`config.mk`:
```
export PLATFORM = sky130hd
export DESIGN_NAME = afsk_hdlc_tone_transmitter
export DESIGN_NICKNAME = d
export VERILOG_FILES = /design/src/rtl/athx_pkg.sv /design/src/rtl/afsk_hdlc_tone_transmitter.sv /design/src/rtl/athx_front.sv /design/src/rtl/athx_queue.sv /design/src/rtl/athx_back.sv
export SDC_FILE = /design/constraint.sdc
export NUM_CORES = 2
export LEC_CHECK = 0
export ABC_AREA = 1
export CAP_MARGIN = 30
export CELL_PAD_IN_SITES_DETAIL_PLACEMENT = 0
export CELL_PAD_IN_SITES_GLOBAL_PLACEMENT = 2
export CORE_MARGIN = 2
export CORE_UTILIZATION = 30
export DETAILED_ROUTE_END_ITERATION = 16
export DONT_BUFFER_PORTS = 1
export GPL_TIMING_DRIVEN = 0
export PLACE_DENSITY = 0.59
export SYNTH_ARGS = -nofsm -noshare
export SYNTH_HDL_FRONTEND = slang
export SYNTH_SLANG_ARGS = --single-unit
export TNS_END_PERCENT = 5
```
`constraint.sdc`:
```
create_clock -name clk -period 11.86 [get_ports clk]
set_input_delay 0.593 -clock clk [delete_from_list [all_inputs] [get_ports clk]]
set_output_delay 0.593 -clock clk [all_outputs]
set_load 0.005 [all_outputs]
```
`src/rtl/athx_pkg.sv`:
```
package athx_pkg;

    localparam int SINE_LENGTH = 512;
    localparam int PHASE_W     = $clog2(SINE_LENGTH);
    localparam int BIT_RATE    = 1200;
    localparam int STUFF_RUN   = 5;

    localparam int MS_W   = 12;
    localparam int INC_W  = 9;
    localparam int SPB_W  = 8;
    localparam int ONES_W = 3;

    localparam logic [7:0] FLAG_BYTE  = 8'h7E;
    localparam logic [7:0] RESET_BYTE = 8'h7F;
    localparam logic [7:0] ESC_BYTE   = 8'h1B;

    localparam int FLAGS_W               = 10;
    localparam logic [FLAGS_W-1:0] FLAGS_MAX = '1;

    // Flag count = (ms * BIT_RATE + 4000) / 8000, done as a shift by 6 and a
    // multiplication by the reciprocal of 125.
    localparam int MS_MAX     = (1 << MS_W) - 1;
    localparam int HALF_DIV   = 4000;
    localparam int DIV_SHIFT  = 6;
    localparam int DIV_ODD    = 125;
    localparam int PROD_W     = $clog2(MS_MAX * BIT_RATE + HALF_DIV + 1);
    localparam int Y_W        = PROD_W - DIV_SHIFT;
    localparam int RECIP_SH   = 27;
    localparam int RECIP      = ((1 << RECIP_SH) + DIV_ODD - 1) / DIV_ODD;
    localparam int RECIP_W    = $clog2(RECIP + 1);
    localparam int MUL_W      = Y_W + RECIP_W;
    localparam int Q_W        = MUL_W - RECIP_SH;

    localparam logic [1:0] KIND_PUSH  = 2'd0;
    localparam logic [1:0] KIND_FLUSH = 2'd1;
    localparam logic [1:0] KIND_TICK  = 2'd2;

    localparam int CFG_IDX_W  = 3;
    localparam int CFG_DATA_W = 12;
    localparam logic [CFG_IDX_W-1:0] CFG_PREAMBLE_MS     = 3'd0;
    localparam logic [CFG_IDX_W-1:0] CFG_TAIL_MS         = 3'd1;
    localparam logic [CFG_IDX_W-1:0] CFG_MARK_INCREMENT  = 3'd2;
    localparam logic [CFG_IDX_W-1:0] CFG_SPACE_INCREMENT = 3'd3;
    localparam logic [CFG_IDX_W-1:0] CFG_SAMPLES_PER_BIT = 3'd4;

    typedef enum logic [1:0] {
        OP_PUSH,
        OP_FLUSH,
        OP_TICK,
        OP_NONE
    } op_t;

    typedef struct packed {
        op_t        op;
        logic [7:0] data;
    } item_t;

    typedef struct packed {
        logic               push_accepted;
        logic               transmitting;
        logic               tone_is_space;
        logic [PHASE_W-1:0] phase;
    } result_t;

    typedef struct packed {
        logic sending;
        logic fifo_empty;
        logic fifo_full;
    } back_status_t;

endpackage

```
`src/rtl/afsk_hdlc_tone_transmitter.sv`:
```
// Channel  Direction  Beat contents
// s_axis   in         tuser: kind; tdata: data_byte
// m_axis   out        tdata: phase, tone_is_space, transmitting, push_accepted
// cfg      in         write enable, register index, write data
//
// One beat per clock cycle is sustained in both directions while the output is not stalled;
// each input beat gives one output beat, passing the front register, queue and output register.
// Reset clears all control state and loads the register defaults; FIFO contents stay
// undefined until written. Input ready drops only when the front register and the
// two-entry queue are both full; the back end waits only on an output stall.
module afsk_hdlc_tone_transmitter #(
    parameter int FIFO_DEPTH = 64
) (
    input  logic                              clk,
    input  logic                              rst_n,
    input  logic                              s_axis_tvalid,
    output logic                              s_axis_tready,
    input  logic [7:0]                        s_axis_tdata,   // [7:0] data_byte
    input  logic [1:0]                        s_axis_tuser,   // [1:0] kind
    output logic                              m_axis_tvalid,
    input  logic                              m_axis_tready,
    // [8:0] phase, [9] tone_is_space, [10] transmitting, [11] push_accepted
    output logic [15:0]                       m_axis_tdata,
    input  logic                              cfg_we,
    input  logic [athx_pkg::CFG_IDX_W-1:0]    cfg_index,
    input  logic [athx_pkg::CFG_DATA_W-1:0]   cfg_data
);
    import athx_pkg::*;

    logic         f_valid;
    logic         q_ready;
    item_t        f_item;
    logic         q_valid;
    logic         q_pop;
    item_t        q_item;
    result_t      result;
    back_status_t status;

    athx_front u_front (
        .clk       (clk),
        .rst_n     (rst_n),
        .in_valid  (s_axis_tvalid),
        .in_ready  (s_axis_tready),
        .in_kind   (s_axis_tuser),
        .in_data   (s_axis_tdata),
        .out_valid (f_valid),
        .out_ready (q_ready),
        .out_item  (f_item)
    );

    athx_queue u_queue (
        .clk       (clk),
        .rst_n     (rst_n),
        .in_valid  (f_valid),
        .in_ready  (q_ready),
        .in_item   (f_item),
        .out_valid (q_valid),
        .out_pop   (q_pop),
        .out_item  (q_item)
    );

    athx_back #(
        .FIFO_DEPTH (FIFO_DEPTH)
    ) u_back (
        .clk        (clk),
        .rst_n      (rst_n),
        .cfg_we     (cfg_we),
        .cfg_index  (cfg_index),
        .cfg_data   (cfg_data),
        .q_valid    (q_valid),
        .q_item     (q_item),
        .q_pop      (q_pop),
        .out_valid  (m_axis_tvalid),
        .out_ready  (m_axis_tready),
        .out_result (result),
        .status     (status)
    );

    assign m_axis_tdata = {(16 - $bits(result_t))'(0), result};

`ifndef SYNTH
    a_push_implies_sending: assert property (@(posedge clk) disable iff (!rst_n)
        m_axis_tvalid && m_axis_tdata[11] |-> m_axis_tdata[10])
        else $error("accepted push reported while not transmitting");

    a_flush_empties: assert property (@(posedge clk) disable iff (!rst_n)
        q_pop && q_item.op == OP_FLUSH |=> status.fifo_empty)
        else $error("FIFO not empty after flush");

    a_full_refuses: assert property (@(posedge clk) disable iff (!rst_n)
        q_pop && q_item.op == OP_PUSH && status.fifo_full |=> !m_axis_tdata[11])
        else $error("push into full FIFO reported as accepted");
`endif

endmodule

```
`src/rtl/athx_front.sv`:
```
module athx_front (
    input  logic                 clk,
    input  logic                 rst_n,
    input  logic                 in_valid,
    output logic                 in_ready,
    input  logic [1:0]           in_kind,
    input  logic [7:0]           in_data,
    output logic                 out_valid,
    input  logic                 out_ready,
    output athx_pkg::item_t      out_item
);
    import athx_pkg::*;

    logic  valid_reg;
    item_t item_reg;
    item_t item_next;

    assign in_ready  = !valid_reg || out_ready;
    assign out_valid = valid_reg;
    assign out_item  = item_reg;

    always_comb
    begin
        item_next.data = in_data;
        case (in_kind)
            KIND_PUSH:  item_next.op = OP_PUSH;
            KIND_FLUSH: item_next.op = OP_FLUSH;
            KIND_TICK:  item_next.op = OP_TICK;
            default:    item_next.op = OP_NONE;
        endcase
    end

    always_ff @(posedge clk or negedge rst_n)
    begin
        if (!rst_n)
        begin
            valid_reg <= 1'b0;
        end
        else if (in_ready)
        begin
            valid_reg <= in_valid;
        end
    end

    always_ff @(posedge clk)
    begin
        if (in_valid && in_ready)
        begin
            item_reg <= item_next;
        end
    end

endmodule

```
`src/rtl/athx_queue.sv`:
```
module athx_queue (
    input  logic                 clk,
    input  logic                 rst_n,
    input  logic                 in_valid,
    output logic                 in_ready,
    input  athx_pkg::item_t      in_item,
    output logic                 out_valid,
    input  logic                 out_pop,
    output athx_pkg::item_t      out_item
);
    import athx_pkg::*;

    localparam int DEPTH = 2;
    localparam int IDX_W = $clog2(DEPTH);
    localparam int CNT_W = $clog2(DEPTH + 1);

    item_t            entry_reg [DEPTH];
    logic [IDX_W-1:0] wr_idx_reg;
    logic [IDX_W-1:0] rd_idx_reg;
    logic [CNT_W-1:0] count_reg;
    logic             push;

    assign in_ready  = (count_reg != CNT_W'(DEPTH));
    assign out_valid = (count_reg != '0);
    assign out_item  = entry_reg[rd_idx_reg];
    assign push      = in_valid && in_ready;

    always_ff @(posedge clk or negedge rst_n)
    begin
        if (!rst_n)
        begin
            wr_idx_reg <= '0;
            rd_idx_reg <= '0;
            count_reg  <= '0;
        end
        else
        begin
            if (push)
            begin
                wr_idx_reg <= wr_idx_reg + IDX_W'(1);
            end
            if (out_pop)
            begin
                rd_idx_reg <= rd_idx_reg + IDX_W'(1);
            end
            if (push && !out_pop)
            begin
                count_reg <= count_reg + CNT_W'(1);
            end
            else if (out_pop && !push)
            begin
                count_reg <= count_reg - CNT_W'(1);
            end
        end
    end

    always_ff @(posedge clk)
    begin
        if (push)
        begin
            entry_reg[wr_idx_reg] <= in_item;
        end
    end

endmodule

```
`src/rtl/athx_back.sv`:
```
module athx_back #(
    parameter int FIFO_DEPTH = 64
) (
    input  logic                                clk,
    input  logic                                rst_n,
    input  logic                                cfg_we,
    input  logic [athx_pkg::CFG_IDX_W-1:0]      cfg_index,
    input  logic [athx_pkg::CFG_DATA_W-1:0]     cfg_data,
    input  logic                                q_valid,
    input  athx_pkg::item_t                     q_item,
    output logic                                q_pop,
    output logic                                out_valid,
    input  logic                                out_ready,
    output athx_pkg::result_t                   out_result,
    output athx_pkg::back_status_t              status
);
    import athx_pkg::*;

    localparam int PW = $clog2(FIFO_DEPTH);
    localparam int CW = $clog2(FIFO_DEPTH + 1);

    function automatic logic [PW-1:0] ptr_inc(input logic [PW-1:0] p);
        ptr_inc = (p == PW'(FIFO_DEPTH - 1)) ? '0 : p + PW'(1);
    endfunction

    function automatic logic [FLAGS_W-1:0] prod_to_flags(input logic [PROD_W-1:0] prod);
        logic [MUL_W-1:0] mul;
        logic [Q_W-1:0]   q;
        mul = MUL_W'(prod[PROD_W-1:DIV_SHIFT]) * MUL_W'(RECIP);
        q   = mul[MUL_W-1:RECIP_SH];
        prod_to_flags = (q > Q_W'(FLAGS_MAX)) ? FLAGS_MAX : q[FLAGS_W-1:0];
    endfunction

    logic [MS_W-1:0]    preamble_ms_reg;
    logic [MS_W-1:0]    tail_ms_reg;
    logic [INC_W-1:0]   mark_inc_reg;
    logic [INC_W-1:0]   space_inc_reg;
    logic [SPB_W-1:0]   spb_reg;
    logic [PROD_W-1:0]  pre_prod_reg;
    logic [PROD_W-1:0]  tail_prod_reg;
    logic [FLAGS_W-1:0] pre_flags;
    logic [FLAGS_W-1:0] tail_flags;

    logic [7:0]         fifo_mem [FIFO_DEPTH];
    logic [7:0]         head0_reg;
    logic [7:0]         head1_reg;
    logic [PW-1:0]      rp_reg, rp_next;
    logic [PW-1:0]      wp_reg, wp_next;
    logic [PW-1:0]      rp1_next;
    logic [CW-1:0]      count_reg, count_next;
    logic               wr_en;

    logic [PHASE_W-1:0] phase_reg, phase_next;
    logic               tone_reg, tone_next;
    logic [SPB_W-1:0]   ticks_reg, ticks_next;
    logic [7:0]         mask_reg, mask_next;
    logic [7:0]         shift_reg, shift_next;
    logic [ONES_W-1:0]  ones_reg, ones_next;
    logic               se_reg, se_next;
    logic               sending_reg, sending_next;
    logic [FLAGS_W-1:0] preamble_reg, preamble_next;
    logic [FLAGS_W-1:0] tail_reg, tail_next;
    logic               accepted;

    logic               out_valid_reg;
    result_t            result_reg;
    logic               fire;
    logic               fifo_full;

    assign fire       = q_valid && (!out_valid_reg || out_ready);
    assign q_pop      = fire;
    assign out_valid  = out_valid_reg;
    assign out_result = result_reg;
    assign fifo_full  = (count_reg == CW'(FIFO_DEPTH));
    assign pre_flags  = prod_to_flags(pre_prod_reg);
    assign tail_flags = prod_to_flags(tail_prod_reg);
    assign rp1_next   = ptr_inc(rp_next);

    assign status.sending    = sending_reg;
    assign status.fifo_empty = (count_reg == '0);
    assign status.fifo_full  = fifo_full;

    always_ff @(posedge clk or negedge rst_n)
    begin
        if (!rst_n)
        begin
            preamble_ms_reg <= MS_W'(350);
            tail_ms_reg     <= MS_W'(50);
            mark_inc_reg    <= INC_W'(64);
            space_inc_reg   <= INC_W'(117);
            spb_reg         <= SPB_W'(8);
        end
        else if (cfg_we)
        begin
            case (cfg_index)
                CFG_PREAMBLE_MS:     preamble_ms_reg <= cfg_data[MS_W-1:0];
                CFG_TAIL_MS:         tail_ms_reg     <= cfg_data[MS_W-1:0];
                CFG_MARK_INCREMENT:  mark_inc_reg    <= cfg_data[INC_W-1:0];
                CFG_SPACE_INCREMENT: space_inc_reg   <= cfg_data[INC_W-1:0];
                CFG_SAMPLES_PER_BIT: spb_reg         <= cfg_data[SPB_W-1:0];
                default:             ;
            endcase
        end
    end

    always_ff @(posedge clk)
    begin
        pre_prod_reg  <= PROD_W'(32'(preamble_ms_reg) * 32'(BIT_RATE) + 32'(HALF_DIV));
        tail_prod_reg <= PROD_W'(32'(tail_ms_reg) * 32'(BIT_RATE) + 32'(HALF_DIV));
    end

    always_comb
    begin
        logic               stop;
        logic               pop1;
        logic               pop2;
        logic [7:0]         sb;
        logic [7:0]         mask;
        logic [ONES_W-1:0]  ones;
        logic               se;
        logic               tone;
        logic [SPB_W-1:0]   ticks;
        logic [INC_W-1:0]   inc;
        logic [PHASE_W:0]   phase_sum;

        stop = 1'b0;
        pop1 = 1'b0;
        pop2 = 1'b0;
        sb    = shift_reg;
        mask  = mask_reg;
        ones  = ones_reg;
        se    = se_reg;
        tone  = tone_reg;
        ticks = ticks_reg;
        inc   = mark_inc_reg;
        phase_sum = '0;

        rp_next       = rp_reg;
        wp_next       = wp_reg;
        count_next    = count_reg;
        wr_en         = 1'b0;
        accepted      = 1'b0;
        phase_next    = phase_reg;
        tone_next     = tone_reg;
        ticks_next    = ticks_reg;
        mask_next     = mask_reg;
        shift_next    = shift_reg;
        ones_next     = ones_reg;
        se_next       = se_reg;
        sending_next  = sending_reg;
        preamble_next = preamble_reg;
        tail_next     = tail_reg;

        if (fire)
        begin
            case (q_item.op)
                OP_PUSH:
                begin
                    if (!sending_reg)
                    begin
                        tone_next     = 1'b0;
                        phase_next    = '0;
                        ones_next     = '0;
                        sending_next  = 1'b1;
                        preamble_next = pre_flags;
                    end
                    tail_next = tail_flags;
                    if (!fifo_full)
                    begin
                        wr_en      = 1'b1;
                        wp_next    = ptr_inc(wp_reg);
                        count_next = count_reg + CW'(1);
                        accepted   = 1'b1;
                    end
                end
                OP_FLUSH:
                begin
                    rp_next    = '0;
                    wp_next    = '0;
                    count_next = '0;
                end
                OP_TICK:
                begin
                    if (sending_reg)
                    begin
                        if (ticks_reg == '0)
                        begin
                            if (mask == '0)
                            begin
                                if (count_reg == '0 && tail_reg == '0)
                                begin
                                    stop = 1'b1;
                                end
                                else
                                begin
                                    if (!se)
                                    begin
                                        ones = '0;
                                    end
                                    se = 1'b1;
                                    if (preamble_reg == '0)
                                    begin
                                        if (count_reg == '0)
                                        begin
                                            tail_next = tail_reg - FLAGS_W'(1);
                                            sb = FLAG_BYTE;
                                        end
                                        else
                                        begin
                                            sb   = head0_reg;
                                            pop1 = 1'b1;
                                        end
                                    end
                                    else
                                    begin
                                        preamble_next = preamble_reg - FLAGS_W'(1);
                                        sb = FLAG_BYTE;
                                    end
                                    if (sb == ESC_BYTE)
                                    begin
                                        // An escape is a FIFO byte; stop if none follows it.
                                        if (count_reg == CW'(1))
                                        begin
                                            stop = 1'b1;
                                        end
                                        else
                                        begin
                                            sb   = head1_reg;
                                            pop2 = 1'b1;
                                        end
                                    end
                                    else if (sb == FLAG_BYTE || sb == RESET_BYTE)
                                    begin
                                        se = 1'b0;
                                    end
                                    if (!stop)
                                    begin
                                        mask = 8'h01;
                                    end
                                end
                            end
                            if (!stop)
                            begin
                                if (se && ones >= ONES_W'(STUFF_RUN))
                                begin
                                    ones = '0;
                                    tone = !tone;
                                end
                                else
                                begin
                                    if ((sb & mask) != 8'h00)
                                    begin
                                        if (ones != '1)
                                        begin
                                            ones = ones + ONES_W'(1);
                                        end
                                    end
                                    else
                                    begin
                                        ones = '0;
                                        tone = !tone;
                                    end
                                    mask = {mask[6:0], 1'b0};
                                end
                                ticks = spb_reg;
                            end
                        end
                        if (stop)
                        begin
                            sending_next = 1'b0;
                        end
                        else
                        begin
                            inc        = tone ? space_inc_reg : mark_inc_reg;
                            phase_sum  = {1'b0, phase_reg} + {1'b0, inc};
                            phase_next = phase_sum[PHASE_W-1:0];
                            ticks_next = ticks - SPB_W'(1);
                        end
                        shift_next = sb;
                        mask_next  = mask;
                        ones_next  = ones;
                        se_next    = se;
                        tone_next  = tone;
                        if (pop2)
                        begin
                            rp_next    = ptr_inc(ptr_inc(rp_reg));
                            count_next = count_reg - CW'(2);
                        end
                        else if (pop1)
                        begin
                            rp_next    = ptr_inc(rp_reg);
                            count_next = count_reg - CW'(1);
                        end
                    end
                end
                default:
                begin
                end
            endcase
        end
    end

    always_ff @(posedge clk or negedge rst_n)
    begin
        if (!rst_n)
        begin
            rp_reg        <= '0;
            wp_reg        <= '0;
            count_reg     <= '0;
            phase_reg     <= '0;
            tone_reg      <= 1'b0;
            ticks_reg     <= '0;
            mask_reg      <= '0;
            shift_reg     <= '0;
            ones_reg      <= '0;
            se_reg        <= 1'b0;
            sending_reg   <= 1'b0;
            preamble_reg  <= '0;
            tail_reg      <= '0;
            out_valid_reg <= 1'b0;
        end
        else
        begin
            rp_reg       <= rp_next;
            wp_reg       <= wp_next;
            count_reg    <= count_next;
            phase_reg    <= phase_next;
            tone_reg     <= tone_next;
            ticks_reg    <= ticks_next;
            mask_reg     <= mask_next;
            shift_reg    <= shift_next;
            ones_reg     <= ones_next;
            se_reg       <= se_next;
            sending_reg  <= sending_next;
            preamble_reg <= preamble_next;
            tail_reg     <= tail_next;
            if (fire)
            begin
                out_valid_reg <= 1'b1;
            end
            else if (out_ready)
            begin
                out_valid_reg <= 1'b0;
            end
        end
    end

    // The two head registers always hold the entries at the read pointer and the one after it.
    always_ff @(posedge clk)
    begin
        if (wr_en)
        begin
            fifo_mem[wp_reg] <= q_item.data;
        end
        head0_reg <= (wr_en && wp_reg == rp_next) ? q_item.data : fifo_mem[rp_next];
        head1_reg <= (wr_en && wp_reg == rp1_next) ? q_item.data : fifo_mem[rp1_next];
    end

    always_ff @(posedge clk)
    begin
        if (fire)
        begin
            result_reg.phase         <= phase_next;
            result_reg.tone_is_space <= tone_next;
            result_reg.transmitting  <= sending_next;
            result_reg.push_accepted <= accepted;
        end
    end

endmodule
```
==> metrics.csv <==
metric;value;unit
status;finished, final reports clean;
DRC;0;
Clock Sinks;734;
FP Rows;147;
CTS H-tree lvls;3;
total wire length;227000;µm
CTS Buf Count;92;
drt initial violations;5548;
post-synthesis cell area;48400;µm²
worst hold stages;1;
Yosys warnings;0;
Placeable Area;160000;µm²
die area;164000;µm²
top_reg_cell synth;edfxtp_1;
sequential share of the synthesized area;43.3;%
GR Overflow Total;0;
min Tclk post-route;7.15;ns
largest net degree at the start of global routing;135;
worst-skew pair later-pin latency;0.73;ns
buffers from clock root to sink, at most;3;
synthesized instance count;5486;
Die Y;406;µm
RR Endpoint;u_back.out_result[8];
DPL Wire Length;165000;µm
Max Freq;140;MHz
Least-Margin Pin Slew;1.14;ns
max reg flops;512;
layout cell share with drive strength beyond 1;8.06;%
Setup Skew;0.0412;ns
Final #Nets;6322;
final setup violation count;0;
post-DR wirelength/cell;28.5;µm
TritonRoute pass-1 iters;6;
synth-to-layout area growth;17.0;%
EDFF count, synth;554;
Critical Path RT;12.31;ns
antenna violation net count after detailed routing;0;
final setup TNS;0;ns
first-pass GRT wire length;314000;µm
initial antenna violation count;16;
Vias per Instance;5.32;
critical path arrival;7.60;ns
vias in the first global route;40513;
Worst-path clk slew;0.06;ns
r2r worst-path depth;44;
Port Buffers;0;
die width;406;µm
CP endpoint kind;flip-flop;
critical path type;flip-flop to flip-flop;
CP max FO;10;
Critical Path Slowest Stage Cell;clkbuf_1;
Worst setup SP type;flip-flop;
r2r setup slk;4.71;ns
CTS tree;yes;
Fin. Hold Viols;0;
RD Place Congestion;0.908;
Most common cell on crit path;nand2_1;
Slew Limit Fails;0;
synthesis-stage register bit count;734;
relative slew slack;23.7;%
Largest stage delay, worst path;0.85;ns
FFs w/ async S/R, synth;18.3;%
fillers;16706;
initial core utilization;30.2;%
io pins;48;
synthesized area per cell;8.82;µm²
max-cap violations;0;
worst hold path type;input port to flip-flop;
Global Route Usage Sum;27.2;%
CP Capture Point;u_back.out_result[8];
via count;42239;
Root Buffer;clkbuf_16;
RSZ-0062 raised after global routing;no;
Synth cell types;64;
Final Cycle Share;60.3;%
synth_stat cells (8+ instances only):
library cell  instances  area (µm²)
a21oi_1             136         681
a31oi_1              19         119
buf_1                33         124
buf_2                53         265
buf_4                23         173
buf_6                10         113
clkbuf_1            132         495
dfrtp_1             118        2950
dfstp_2              16         420
dfxtp_1              46         921
edfxtp_1            554       16600
fa_1                165        3300
ha_1                425        5320
inv_1               630        2360
inv_2                 8        30.0
nand2_1            1178        4420
nand3_1             600        3000
nand4_1              26         163
nor2_1              481        1810
nor3_1               45         225
o211ai_1             24         180
o21ai_0             420        2100
o21ai_1              13        65.1
o21bai_1             13        97.6
o221ai_1              9        78.8
o22ai_1             128         801
o31ai_1              10        75.1
or2_2                 9        56.3
xnor2_1              34         298
xor2_1               63         552
placed cells by master (no fill, tap or decap), types with 95 or more instances in the layout:
cell / instances
nand2_1: 1170
inv_1: 630
nand3_1: 600
edfxtp_1: 554
nor2_1: 427
ha_1: 425
o21ai_0: 420
fa_1: 165
clkbuf_1: 142
a21oi_1: 135
o22ai_1: 128
dfrtp_1: 118
clkbuf_16: 95
cell type report:
cell class,count,area (µm²),area share (%)
Timing Repair Buffer,119,1890,3.34
Tap cell,2160,2700,4.78
Antenna cell,4,10.0,0.0177
Clock buffer,108,2440,4.31
Sequential cell,734,20900,37.0
Inverter,643,2420,4.27
Clock inverter,65,837,1.48
Buffer,251,1170,2.08
Multi-Input combinational cell,3861,24200,42.7
per-layer routing:
metal,track usage (%),up-vias,share of wire [%]
li1,-,18908,-
met1,40.8,20923,46
met2,38.7,2061,41
met3,5.13,339,9.6
met4,9.46,8,3.5
met5,0,-,0.022
through the flow:
stage | cell area, µm² | utilization, % | setup slack (ns) | hold slack (ns) | instances
after global routing | 56600 | 35.3 | 4.24 | 0.0521 | 7941
final | 56600 | 35.3 | 4.71 | 0.0447 | 7945
after CTS | 56500 | 35.2 | 4.72 | 0.00143 | 7937
after floorplan | 48400 | - | 6.56 | 0.297 | 5489
after global placement | 51100 | 31.8 | 4.43 | 0.300 | 7649
after detailed placement | 53100 | 33.1 | 4.75 | 0.300 | 7752
worst min path at each step:
stage                               start                   endpoint  slack, ns
after floorplan                     rst_n        u_back.count_reg[0]       0.30
after global placement              rst_n  u_back.preamble_ms_reg[5]       0.30
after CTS                 s_axis_tuser[0]        u_front.out_item[8]      0.001
after detailed placement            rst_n  u_back.preamble_ms_reg[5]       0.30
final                     s_axis_tuser[0]        u_front.out_item[8]       0.04
after global routing      s_axis_tuser[0]        u_front.out_item[8]       0.05
repair_timing:
item	CTS	global route
setup endpoints to repair	0	0
setup buffers	0	0
hold buffers	12	0
gates resized for setup	0	0
endpoints found under the hold margin	144	0
logic make-up (layout without fill, tap and decap cells):
logic type	count (synthesis)	in the layout	synth area share, %
adder cells (fa/ha/maj)	590	590	17.8
buffers and inverters	894	1186	7.41
flip-flops	734	734	43.3
other	1	8	0.00775
AO/OA/AOI/OAI	803	803	9.22
multiplexers	2	2	0.0440
AND/OR/NAND/NOR	2365	2365	20.5
XOR/XNOR	97	97	1.76
worst max-delay path, delay by kind of cell (launching register included):
kind                       cells  cell delay, ns
AOI/OAI and AO/OA              4            0.99
DFF                            1            0.29
buffers and inverters          9            2.40
adders and majority gates      1            0.46
and+or+nand+nor               30            2.71
Power is not shown: default switching activity piles up to over one toggle a cycle in this logic, so the estimate is an artifact.
